==> config.mk <==
export PLATFORM = sky130hd
export DESIGN_NAME = hash_insert_linear_probe
export DESIGN_NICKNAME = d
export VERILOG_FILES = /design/src/design/hilp_pkg.sv /design/src/design/hilp_ram.sv /design/src/design/hash_insert_linear_probe.sv
export SDC_FILE = /design/constraint.sdc
export NUM_CORES = 1
export LEC_CHECK = 0
export BUFFER_PORTS_ARGS = -buffer_cell sky130_fd_sc_hd__clkbuf_2
export CORE_MARGIN = 1
export CORE_UTILIZATION = 60
export CTS_CLUSTER_SIZE = 25
export DETAILED_ROUTE_END_ITERATION = 10
export HOLD_SLACK_MARGIN = 0.15
export PLACE_DENSITY = 0.84
export SLEW_MARGIN = 20
export SYNTH_ARGS = -nofsm -noshare
export SYNTH_HDL_FRONTEND = slang
export SYNTH_SLANG_ARGS = --single-unit
export TNS_END_PERCENT = 100
==> constraint.sdc <==
create_clock -name aclk -period 15.4 [get_ports aclk]
set_input_delay 2.31 -clock aclk [delete_from_list [all_inputs] [get_ports aclk]]
set_output_delay 2.31 -clock aclk [all_outputs]
set_load 0.01 [all_outputs]
==> src/design/hilp_pkg.sv <==
// ----------------------------------------------------------------------------
// hilp_pkg
// Types and codes of the linear probing hash insert block.
// ----------------------------------------------------------------------------
package hilp_pkg;

    localparam int ID_W      = 14;
    localparam int PAYLOAD_W = 5;
    localparam int LINK_W    = 6;
    localparam int STATUS_W  = 3;
    localparam int OUT_SLOT_W = 6;

    localparam logic [ID_W-1:0]   ID_MIN    = 14'd1000;
    localparam logic [ID_W-1:0]   ID_MAX    = 14'd9999;
    localparam logic [ID_W-1:0]   ID_EMPTY  = 14'd0;
    localparam logic [LINK_W-1:0] LINK_NONE = 6'd63;

    localparam logic CMD_INSERT = 1'b0;
    localparam logic CMD_CLEAR  = 1'b1;

    localparam logic [STATUS_W-1:0] ST_STORED_HOME = 3'd0;
    localparam logic [STATUS_W-1:0] ST_STORED_PROBE = 3'd1;
    localparam logic [STATUS_W-1:0] ST_BAD_ID      = 3'd2;
    localparam logic [STATUS_W-1:0] ST_FULL        = 3'd3;
    localparam logic [STATUS_W-1:0] ST_CLEARED     = 3'd4;

    typedef struct packed {
        logic [ID_W-1:0]      id;
        logic [PAYLOAD_W-1:0] payload;   // {blood_group, rhesus_negative, composition}
        logic [LINK_W-1:0]    link;
    } slot_word_t;

    localparam int WORD_W = $bits(slot_word_t);

endpackage

==> src/design/hilp_ram.sv <==
// ----------------------------------------------------------------------------
// hilp_ram
// Generic single write port RAM with one registered read port.
// ----------------------------------------------------------------------------
module hilp_ram #(
    parameter int WIDTH = 8,
    parameter int DEPTH = 16
) (
    input  logic                     clk,
    input  logic                     we,
    input  logic [$clog2(DEPTH)-1:0] waddr,
    input  logic [WIDTH-1:0]         wdata,
    input  logic [$clog2(DEPTH)-1:0] raddr,
    output logic [WIDTH-1:0]         rdata
);

    logic [WIDTH-1:0] mem [DEPTH];

    always_ff @(posedge clk) begin
        if (we) begin
            mem[waddr] <= wdata;
        end
        rdata <= mem[raddr];
    end

endmodule

==> src/design/hash_insert_linear_probe.sv <==
// ----------------------------------------------------------------------------
// hash_insert_linear_probe
// Record table with linear probing insert, held in one slot RAM.
// ----------------------------------------------------------------------------
// The block keeps TABLE_SLOTS record slots in a single RAM word per slot
// (ID, packed payload, synonym link). It handles one item at a time and
// returns exactly one result per item. An insert takes ID mod TABLE_SLOTS
// as home slot (reciprocal multiply, back multiply, one correction), then
// reads one slot per cycle from the home slot onward until an empty one
// turns up or the probe wraps back to home (table full). On an empty slot
// it writes the record and, after a collision, the home slot's link. A bad
// ID goes straight to the result; a clear writes every slot empty. The slot
// RAM read port, one slot per cycle, sets the insert time. After reset the
// block runs a clearing pass over all TABLE_SLOTS slots with s_ready low.
// The result sits in an output register, so the next item is taken while
// the result waits for m_ready.
// ----------------------------------------------------------------------------
module hash_insert_linear_probe
    import hilp_pkg::*;
#(
    parameter int TABLE_SLOTS = 53
) (
    input  logic                  aclk,
    input  logic                  aresetn,
    // input items
    input  logic                  s_valid,
    output logic                  s_ready,
    input  logic                  s_command,
    input  logic [ID_W-1:0]       s_bag_id,
    input  logic [1:0]            s_blood_group,
    input  logic                  s_rhesus_negative,
    input  logic [1:0]            s_composition,
    // result items
    output logic                  m_valid,
    input  logic                  m_ready,
    output logic [STATUS_W-1:0]   m_status,
    output logic [OUT_SLOT_W-1:0] m_stored_slot,
    output logic [OUT_SLOT_W-1:0] m_home_slot
);

    localparam int SLOT_W      = $clog2(TABLE_SLOTS);
    // ID mod TABLE_SLOTS: quotient estimate from a fixed point reciprocal.
    // With a 28 bit shift and 14 bit IDs the estimate is low by at most one.
    localparam int RECIP_SHIFT = 28;
    localparam int PROD_W      = ID_W + RECIP_SHIFT;
    localparam logic [RECIP_SHIFT-1:0] RECIP =
        RECIP_SHIFT'((64'd1 << RECIP_SHIFT) / TABLE_SLOTS);
    localparam logic [SLOT_W-1:0] LAST_SLOT = SLOT_W'(TABLE_SLOTS - 1);
    localparam logic [ID_W-1:0]   SLOTS_ID  = ID_W'(TABLE_SLOTS);

    typedef enum logic [3:0] {
        S_INIT,     // clearing pass after reset
        S_IDLE,
        S_MUL,      // id * reciprocal
        S_SUB,      // id - quotient * slots
        S_MOD,      // final correction, issue home slot read
        S_PROBE,    // one slot checked per cycle
        S_WRITE,    // store record in target slot
        S_LINK,     // point home slot at target
        S_CLEAR,    // clear command sweep
        S_FINISH    // hand result to output register
    } state_t;

    state_t                 state_reg;
    logic [SLOT_W-1:0]      cnt_reg;
    logic [ID_W-1:0]        id_reg;
    logic [PAYLOAD_W-1:0]   payload_reg;
    logic [PROD_W-1:0]      prod_reg;
    logic [ID_W-1:0]        rem_reg;
    logic [SLOT_W-1:0]      home_reg;
    logic [SLOT_W-1:0]      probe_reg;
    logic                   first_reg;
    slot_word_t             home_word_reg;
    logic [STATUS_W-1:0]    res_status_reg;
    logic [OUT_SLOT_W-1:0]  res_stored_reg;
    logic [OUT_SLOT_W-1:0]  res_home_reg;
    logic                   m_valid_reg;
    logic [STATUS_W-1:0]    m_status_reg;
    logic [OUT_SLOT_W-1:0]  m_stored_reg;
    logic [OUT_SLOT_W-1:0]  m_home_reg;

    logic [ID_W-1:0]        quot;
    logic [SLOT_W-1:0]      home_next;
    logic [SLOT_W-1:0]      probe_next;
    logic                   id_bad;

    logic                   ram_we;
    logic [SLOT_W-1:0]      ram_waddr;
    slot_word_t             ram_wdata;
    logic [SLOT_W-1:0]      ram_raddr;
    logic [WORD_W-1:0]      ram_rdata;
    slot_word_t             rd_word;

    assign s_ready       = (state_reg == S_IDLE);
    assign m_valid       = m_valid_reg;
    assign m_status      = m_status_reg;
    assign m_stored_slot = m_stored_reg;
    assign m_home_slot   = m_home_reg;

    assign id_bad  = (s_bag_id < ID_MIN) || (s_bag_id > ID_MAX);
    assign quot    = prod_reg[RECIP_SHIFT +: ID_W];
    assign rd_word = slot_word_t'(ram_rdata);

    // Remainder is below twice the table size here: one conditional subtract.
    always_comb begin
        if (rem_reg >= SLOTS_ID) begin
            home_next = SLOT_W'(rem_reg - SLOTS_ID);
        end else begin
            home_next = SLOT_W'(rem_reg);
        end
    end

    // Next probe slot, wrapping at the table end.
    always_comb begin
        if (probe_reg == LAST_SLOT) begin
            probe_next = '0;
        end else begin
            probe_next = probe_reg + 1'b1;
        end
    end

    // Slot RAM port control.
    always_comb begin
        ram_we    = 1'b0;
        ram_waddr = cnt_reg;
        ram_wdata = '{id: ID_EMPTY, payload: '0, link: LINK_NONE};
        ram_raddr = probe_next;
        unique case (state_reg)
            S_INIT, S_CLEAR: begin
                ram_we = 1'b1;
            end
            S_MOD: begin
                ram_raddr = home_next;
            end
            S_WRITE: begin
                ram_we    = 1'b1;
                ram_waddr = probe_reg;
                ram_wdata = '{id: id_reg, payload: payload_reg, link: LINK_NONE};
            end
            S_LINK: begin
                // home word was captured on the first probe and is unchanged since
                ram_we         = 1'b1;
                ram_waddr      = home_reg;
                ram_wdata      = home_word_reg;
                ram_wdata.link = LINK_W'(probe_reg);
            end
            default: begin
            end
        endcase
    end

    hilp_ram #(
        .WIDTH (WORD_W),
        .DEPTH (TABLE_SLOTS)
    ) u_slot_ram (
        .clk   (aclk),
        .we    (ram_we),
        .waddr (ram_waddr),
        .wdata (ram_wdata),
        .raddr (ram_raddr),
        .rdata (ram_rdata)
    );

    // Sequencer, result staging and output register.
    always_ff @(posedge aclk) begin
        if (!aresetn) begin
            state_reg   <= S_INIT;
            cnt_reg     <= '0;
            first_reg   <= 1'b0;
            m_valid_reg <= 1'b0;
        end else begin
            // in S_FINISH the output register is refilled below instead
            if (m_valid_reg && m_ready && (state_reg != S_FINISH)) begin
                m_valid_reg <= 1'b0;
            end
            unique case (state_reg)
                S_INIT: begin
                    if (cnt_reg == LAST_SLOT) begin
                        cnt_reg   <= '0;
                        state_reg <= S_IDLE;
                    end else begin
                        cnt_reg <= cnt_reg + 1'b1;
                    end
                end
                S_IDLE: begin
                    if (s_valid) begin
                        id_reg      <= s_bag_id;
                        payload_reg <= {s_blood_group, s_rhesus_negative, s_composition};
                        if (s_command == CMD_CLEAR) begin
                            cnt_reg   <= '0;
                            state_reg <= S_CLEAR;
                        end else if (id_bad) begin
                            res_status_reg <= ST_BAD_ID;
                            res_stored_reg <= '0;
                            res_home_reg   <= '0;
                            state_reg      <= S_FINISH;
                        end else begin
                            state_reg <= S_MUL;
                        end
                    end
                end
                S_MUL: begin
                    prod_reg  <= PROD_W'(id_reg) * PROD_W'(RECIP);
                    state_reg <= S_SUB;
                end
                S_SUB: begin
                    rem_reg   <= id_reg - ID_W'(quot * SLOTS_ID);
                    state_reg <= S_MOD;
                end
                S_MOD: begin
                    home_reg  <= home_next;
                    probe_reg <= home_next;
                    first_reg <= 1'b1;
                    state_reg <= S_PROBE;
                end
                S_PROBE: begin
                    first_reg <= 1'b0;
                    if (first_reg) begin
                        home_word_reg <= rd_word;
                    end
                    if (rd_word.id == ID_EMPTY) begin
                        state_reg <= S_WRITE;
                    end else if (probe_next == home_reg) begin
                        // wrapped back to home: no empty slot
                        res_status_reg <= ST_FULL;
                        res_stored_reg <= '0;
                        res_home_reg   <= OUT_SLOT_W'(home_reg);
                        state_reg      <= S_FINISH;
                    end else begin
                        probe_reg <= probe_next;
                    end
                end
                S_WRITE: begin
                    res_stored_reg <= OUT_SLOT_W'(probe_reg);
                    res_home_reg   <= OUT_SLOT_W'(home_reg);
                    if (probe_reg == home_reg) begin
                        res_status_reg <= ST_STORED_HOME;
                        state_reg      <= S_FINISH;
                    end else begin
                        res_status_reg <= ST_STORED_PROBE;
                        state_reg      <= S_LINK;
                    end
                end
                S_LINK: begin
                    state_reg <= S_FINISH;
                end
                S_CLEAR: begin
                    if (cnt_reg == LAST_SLOT) begin
                        cnt_reg        <= '0;
                        res_status_reg <= ST_CLEARED;
                        res_stored_reg <= '0;
                        res_home_reg   <= '0;
                        state_reg      <= S_FINISH;
                    end else begin
                        cnt_reg <= cnt_reg + 1'b1;
                    end
                end
                S_FINISH: begin
                    if (!m_valid_reg || m_ready) begin
                        m_valid_reg  <= 1'b1;
                        m_status_reg <= res_status_reg;
                        m_stored_reg <= res_stored_reg;
                        m_home_reg   <= res_home_reg;
                        state_reg    <= S_IDLE;
                    end
                end
                default: begin
                    state_reg <= S_IDLE;
                end
            endcase
        end
    end

endmodule

Word-level counts from Yosys, hierarchy flattened
Memories as Yosys holds them, arrays and structs flattened. A register that Yosys moved wholly into a read port is not among the register bits.
Cells that the tools add are included.
- multipliers: 2
- mux-type cells: 47
- reduce and logical (&&, ||, !) cells: 22
- magnitude comparators: 3
- add/subtract/negate cells: 4
- equality and inequality tests: 25
- operator list (cell ; count):
    2-to-1 mux 6 bit ; 16
    one-hot mux 25 bit (2 select lines) ; 1
    one-hot mux 6 bit (4 select lines) ; 2
    one-hot mux 4 bit (10 select lines) ; 1
    multiplier 14 x 23 -> 37 bit (second input constant) ; 1
    2-to-1 mux 4 bit ; 9
    one-hot mux 6 bit (2 select lines) ; 3
    2-to-1 mux 3 bit ; 6
    equality test 4 x 3 -> 1 bit (second input constant) ; 4
    != test 2 bit (second input constant) ; 8
    greater-or-equal comparator 14 x 6 -> 1 bit (second input constant) ; 1
    > comparator 14 bit (second input constant) ; 1
    logical NOT 14 bit ; 1
    < comparator 14 x 10 -> 1 bit (second input constant) ; 1
    multiplier 9 x 6 -> 14 bit (second input constant) ; 1
    subtractor 14 bit ; 1
    adder 6 x 1 -> 6 bit (second input constant) ; 2
    equality test 6 bit ; 2
    equality test 6 bit (second input constant) ; 2
    one-hot mux 3 bit (4 select lines) ; 1
    AND reduction 3 bit ; 4
    equality test 4 x 2 -> 1 bit (second input constant) ; 2
    equality test 4 bit (second input constant) ; 2
    AND reduction 8 bit ; 1
    18 further kinds ; 30
- memory bits (writable): 1325
- memories: 1
- logic and storage cells: 122
- register bits: 143
- output and inout bits: 17
- input bits: 24
- memory list (name ; depth ; bits a word ; rd ports ; clocked after Yosys merged registers in ; wr ports ; RTL line ; RTL):
    u_slot_ram.mem ; 53 ; 25 ; 1 ; 1 ; 1 ; hilp_ram.sv:17 ; logic [WIDTH-1:0] mem [DEPTH];

Logic depth before layout (Yosys ltp)
- depth after elaboration: 6
- depth in mapped cells: 22
- gate-level depth less buffers: 22

Cells and area by module
A second synthesis with hierarchy kept.
- cells, all modules: 3283
- area, all modules: 62682.6 µm²
- modules (own cells, without submodules) (module ; times used ; cells an instance ; area each (µm²) ; sequential area each (µm²)):
    hilp_ram ; 1 ; 2235 ; 51315.5 ; 40288.6
    hash_insert_linear_probe ; 1 ; 1048 ; 11367.2 ; 3333.2

Worst setup path after synthesis
Ideal clock, no wire load.
- path kind: input-to-reg
- from: input s_bag_id[12]
- to: register res_home_reg[0] (enable)
- setup time: 470 ps
- stages on the path: 7
- data required time: 14930 ps
- arrival: 5525 ps
- path buffers: 0
- path slack: 9405 ps
- cell sequence: nor3_1 -> o21ai_0 -> o21ai_0 -> nand2_1 -> nand2_1 -> a21oi_1 -> a2111oi_0
- word-level cells in the longest chain between the ends: 4
- elaborated cells between the ends (all ways): 5
- those cells by class: order compare (2); eq/ne (1); reduce/logical (2)
- ends and longest elaborated chain (what ; RTL line ; RTL):
    start, declared ; hash_insert_linear_probe.sv:29 ; input logic [ID_W-1:0] s_bag_id,
    < comparator 14 x 10 -> 1 bit / > comparator 14 bit (equally long branches) ; hash_insert_linear_probe.sv:100 ; assign id_bad = (s_bag_id < ID_MIN) || (s_bag_id > ID_MAX);
    logical OR 1 bit * ; hash_insert_linear_probe.sv:100 ;
    != test 2 x 1 -> 1 bit (no line) * ; - ;
    AND reduction 8 bit (no line) * ; - ;
    end signal, assigned ; hash_insert_linear_probe.sv:227 ; res_home_reg <= OUT_SLOT_W'(home_reg);
    end signal, assigned ; hash_insert_linear_probe.sv:235 ; res_home_reg <= OUT_SLOT_W'(home_reg);
    end, declared ; hash_insert_linear_probe.sv:76 ; logic [OUT_SLOT_W-1:0] res_home_reg;
Mark *: on every way between the ends. The rest lies on a longest branch, timed or not.
A chain may end at the register's enable or synchronous reset.

Worst setup path in the final report
- from: register id_reg[5]
- to: register prod_reg[35] (data pin)
- word-level cells in the longest chain between the ends: 1
- ends and longest elaborated chain (what ; RTL line ; RTL):
    start, declared ; hash_insert_linear_probe.sv:66 ; logic [ID_W-1:0] id_reg;
    start signal, assigned ; hash_insert_linear_probe.sv:187 ; id_reg <= s_bag_id;
    multiplier 14 x 23 -> 37 bit ; hash_insert_linear_probe.sv:203 ; prod_reg <= PROD_W'(id_reg) * PROD_W'(RECIP);
    end signal, assigned ; hash_insert_linear_probe.sv:203 ;
    end, declared ; hash_insert_linear_probe.sv:68 ; logic [PROD_W-1:0] prod_reg;
Every way passes these cells.

==> results.py <==
metrics = {
    "status": {
        "status": "finished, violations left",
        "violations": "DRC",
    },
    "route": {
        "antenna_left": 0,
        "dr_wl_met2_mm": 47.9,
        "drc": 1,
        "highest_layer": "met4",
        "via_per_inst": 6.51,
        "drt-pass1-iter-count": 11,
        "wl_per_cell_um": 24.5,
        "wl_met1_mm": 36.1,
        "wl_met3_mm": 12.0,
        "drt_wl_total_mm": 101,
        "num_vias": 26800,
        "drtIter0Drc": 3927,
    },
    "critical_path": {
        "crit_fanout": 11,
        "critPathKind": "reg2reg",
        "crit_chain": "fa_1 > fa_1 > ha_1 > inv_1 > fa_1 > inv_1 > fa_1 > fa_1 > ha_1 > a2111oi_0 > o21ai_0 > a41oi_1 > o2bb2ai_1 > o21ai_0 > a21oi_1 > or3_1 > a21o_1 > xor2_1",
        "end_kind": "register",
        "crit_required_ns": 15.79,
        "cp_common_cell": "fa_1",
        "worstPathArrival_ns": 6.73,
        "worstSetupStartpointType": "register",
        "crit_slowest_cell": "edfxtp_1",
        "critPathMaxStageDelay_ns": 0.91,
    },
    "sta": {
        "timing.fmax_mhz": 158,
        "maxSlewViolCount": 0,
        "fin_tns_setup_ns": 0,
        "worstMarginPinSlew_ns": 1.16,
        "setup_violations": 0,
        "hold_viol": 0,
        "finalClockSkew_ns": 0.0310,
        "post-route-period-util_pct": 41.2,
        "fin_crit_ns": 6.34,
        "slew_headroom_pct": 22.5,
        "holdWs_ns": 0.414,
        "rsz0062_at_grt": "no",
    },
    "synthesis": {
        "avgSynthCellArea_um2": 13.0,
        "synthArstFlopShare_pct": 0,
        "synth_edf_count": 835,
        "synthDistinctLibCells": 76,
        "yosys_most_used_dff": "edfxtp_1",
        "synth-seq-cells": 861,
        "yosysWarnings": 0,
        "synth_cells": 3144,
        "syn_area_mm2": 0.0408,
        "synth.net_count": 3469,
        "ys_seq_area_share_pct": 62.7,
    },
    "die": {
        "io_pins": 41,
        "dieArea_mm2": 0.0691,
        "die_h_um": 263,
        "rows": 95,
        "initial_core_util_pct": 60.7,
        "core_area_mm2": 0.0673,
        "fp.dieW_um": 263,
    },
    "placed_design": {
        "dp_cells": 3970,
        "place_congestion": 0.950,
        "dp_hpwl_mm": 61.0,
        "port_buffers": 35,
    },
    "clock_tree": {
        "cts_resized": 0,
        "h-tree-depth": 3,
        "cts_max_path_buffers": 3,
        "cts_inserted_buffers": 82,
        "clock_sinks": 861,
        "hold_buffers": 0,
        "post_cts_buffers": 0,
        "clk_latency_ns": 0.65,
        "path_clk_slew_ns": 0.06,
        "clockRootBuffer": "clkbuf_16",
        "cts_tree": "yes",
    },
    "grt": {
        "antenna_found_initial": 0,
        "grt_pass1_wl_mm": 154,
        "gr-total-overflow": 0,
        "grt_start_max_net_pins": 162,
        "grt_pass1_vias": 27100,
        "grt_usage_pct": 29.3,
    },
    "min_path": {
        "hp-class": "reg2reg",
    },
    "final_layout": {
        "syn_to_final_growth_pct": 9.83,
        "instances_no_fill": 4119,
        "utilization_pct": 66.6,
        "largest_reg_flops": 742,
        "fillers": 4305,
        "post_route_cells_drive_above_1_share_pct": 9.15,
        "antenna_cells": 0,
        "top_register": "u_slot_ram.mem",
        "nets": 3511,
    },
    "power_and_ir_drop": {
        "power_density_mw_per_mm2": 121,
        "peakVddDrop_mv": 0.0796,
        "leakage_nw": 16.4,
    },
    "flow_run": {
        "maxCapViolCount": 0,
    },
}
==> path summary, 6_finish.rpt <==
path	from	endpoint	slack [ns]	depth (start not counted)
worst min register to register	res_status_reg[0]	m_status[0]	0.41	0
worst min-delay path	res_status_reg[0]	m_status[0]	0.41	0
worst max register to register	id_reg[5]	prod_reg[35]	9.06	18
worst max-delay path	id_reg[5]	prod_reg[35]	9.06	18
==> critical path: cells and delay by family, from the launching register on <==
family / cells / cell delay [ns]
AOI/OAI and AO/OA: 7 / 1.54
xor gates and xnor gates: 1 / 0.14
adders and majority gates: 7 / 2.98
buffers and inverters: 2 / 0.11
DFF: 1 / 0.91
and+or+nand+nor: 1 / 0.41
==> logic make-up after synthesis <==
kind of cell	after synthesis	share of synthesized area (%)
and+or+nand+nor	930	10.1
DFF	861	62.7
AOI/OAI and AO/OA	541	8.98
buffers and inverters	374	3.84
adders and majority gates	301	11.1
muxes	94	2.31
xor gates and xnor gates	43	0.923
==> cell usage after synthesis, drive strengths merged, types with 14 or more instances <==
master | instances | area [um2]
o21ai | 72 | 360
buf | 94 | 514
clkbuf | 75 | 283
dfxtp | 26 | 521
a221oi | 27 | 236
a31oi | 32 | 200
xor2 | 14 | 123
nand2 | 450 | 1690
a22oi | 31 | 233
a21oi | 151 | 756
nor2b | 15 | 93.8
ha | 199 | 2490
a211oi | 105 | 793
nor2 | 144 | 546
xnor2 | 29 | 254
and3 | 58 | 363
edfxtp | 835 | 25100
a311oi | 27 | 243
nand4 | 36 | 225
nor3 | 56 | 280
nand3 | 124 | 621
mux2i | 92 | 921
fa | 102 | 2040
inv | 204 | 766
==> where the power goes <==
part | internal, mW | switching (mW) | total, mW
Combinational | 0.257 | 0.560 | 0.816
Sequential | 2.63 | 0.0364 | 2.66
Clock | 1.10 | 0.849 | 1.95
Total | 3.99 | 1.45 | 5.43
==> cells in the final DEF (no fill, tap or decap), drive strengths merged, types with 15 or more instances in the layout <==
| cell type | synthesis | final |
|---|---|---|
| nand4 | 36 | 36 |
| a221oi | 27 | 27 |
| clkinv | 1 | 26 |
| a211oi | 105 | 105 |
| a22oi | 31 | 31 |
| mux2i | 92 | 92 |
| ha | 199 | 199 |
| a311oi | 27 | 27 |
| nor2b | 15 | 15 |
| nand3 | 124 | 124 |
| a31oi | 32 | 32 |
| dfxtp | 26 | 26 |
| xnor2 | 29 | 29 |
| inv | 204 | 207 |
| clkbuf | 75 | 144 |
| nor2 | 144 | 144 |
| o21ai | 72 | 72 |
| nor3 | 56 | 56 |
| fa | 102 | 102 |
| nand2 | 450 | 450 |
| a21oi | 151 | 151 |
| edfxtp | 835 | 835 |
| buf | 94 | 91 |
| and3 | 58 | 58 |
==> area by class of cell <==
cell class | count | area, um2 | share of cell area [%]
multi-input combinational | 1909 | 13900 | 30.9
tap | 873 | 1090 | 2.44
timing repair buffer | 127 | 958 | 2.14
inverter | 205 | 769 | 1.72
clock inverter | 36 | 343 | 0.765
sequential | 861 | 25600 | 57.1
clock buffer | 108 | 2220 | 4.96
==> stage by stage <==
step                cell area, um2  setup WS (ns)  total power [mW]
floorplan                    40800           9.41              3.24
global placement             42100           9.00              3.45
detailed placement           42100           9.05              3.49
CTS                          44700           8.99              5.41
global route                 44800           8.70              5.59
finish                       44800           9.06              5.43
==> metal layers <==
layer / vias to the layer above / GRT usage [%]
met1: 13000 / 38.0
met2: 1879 / 47.1
li1: 11700 / -
met4: 0 / 15.7
met5: - / 0
met3: 272 / 5.62
No activity file was read; power rests on OpenSTA's default activity.
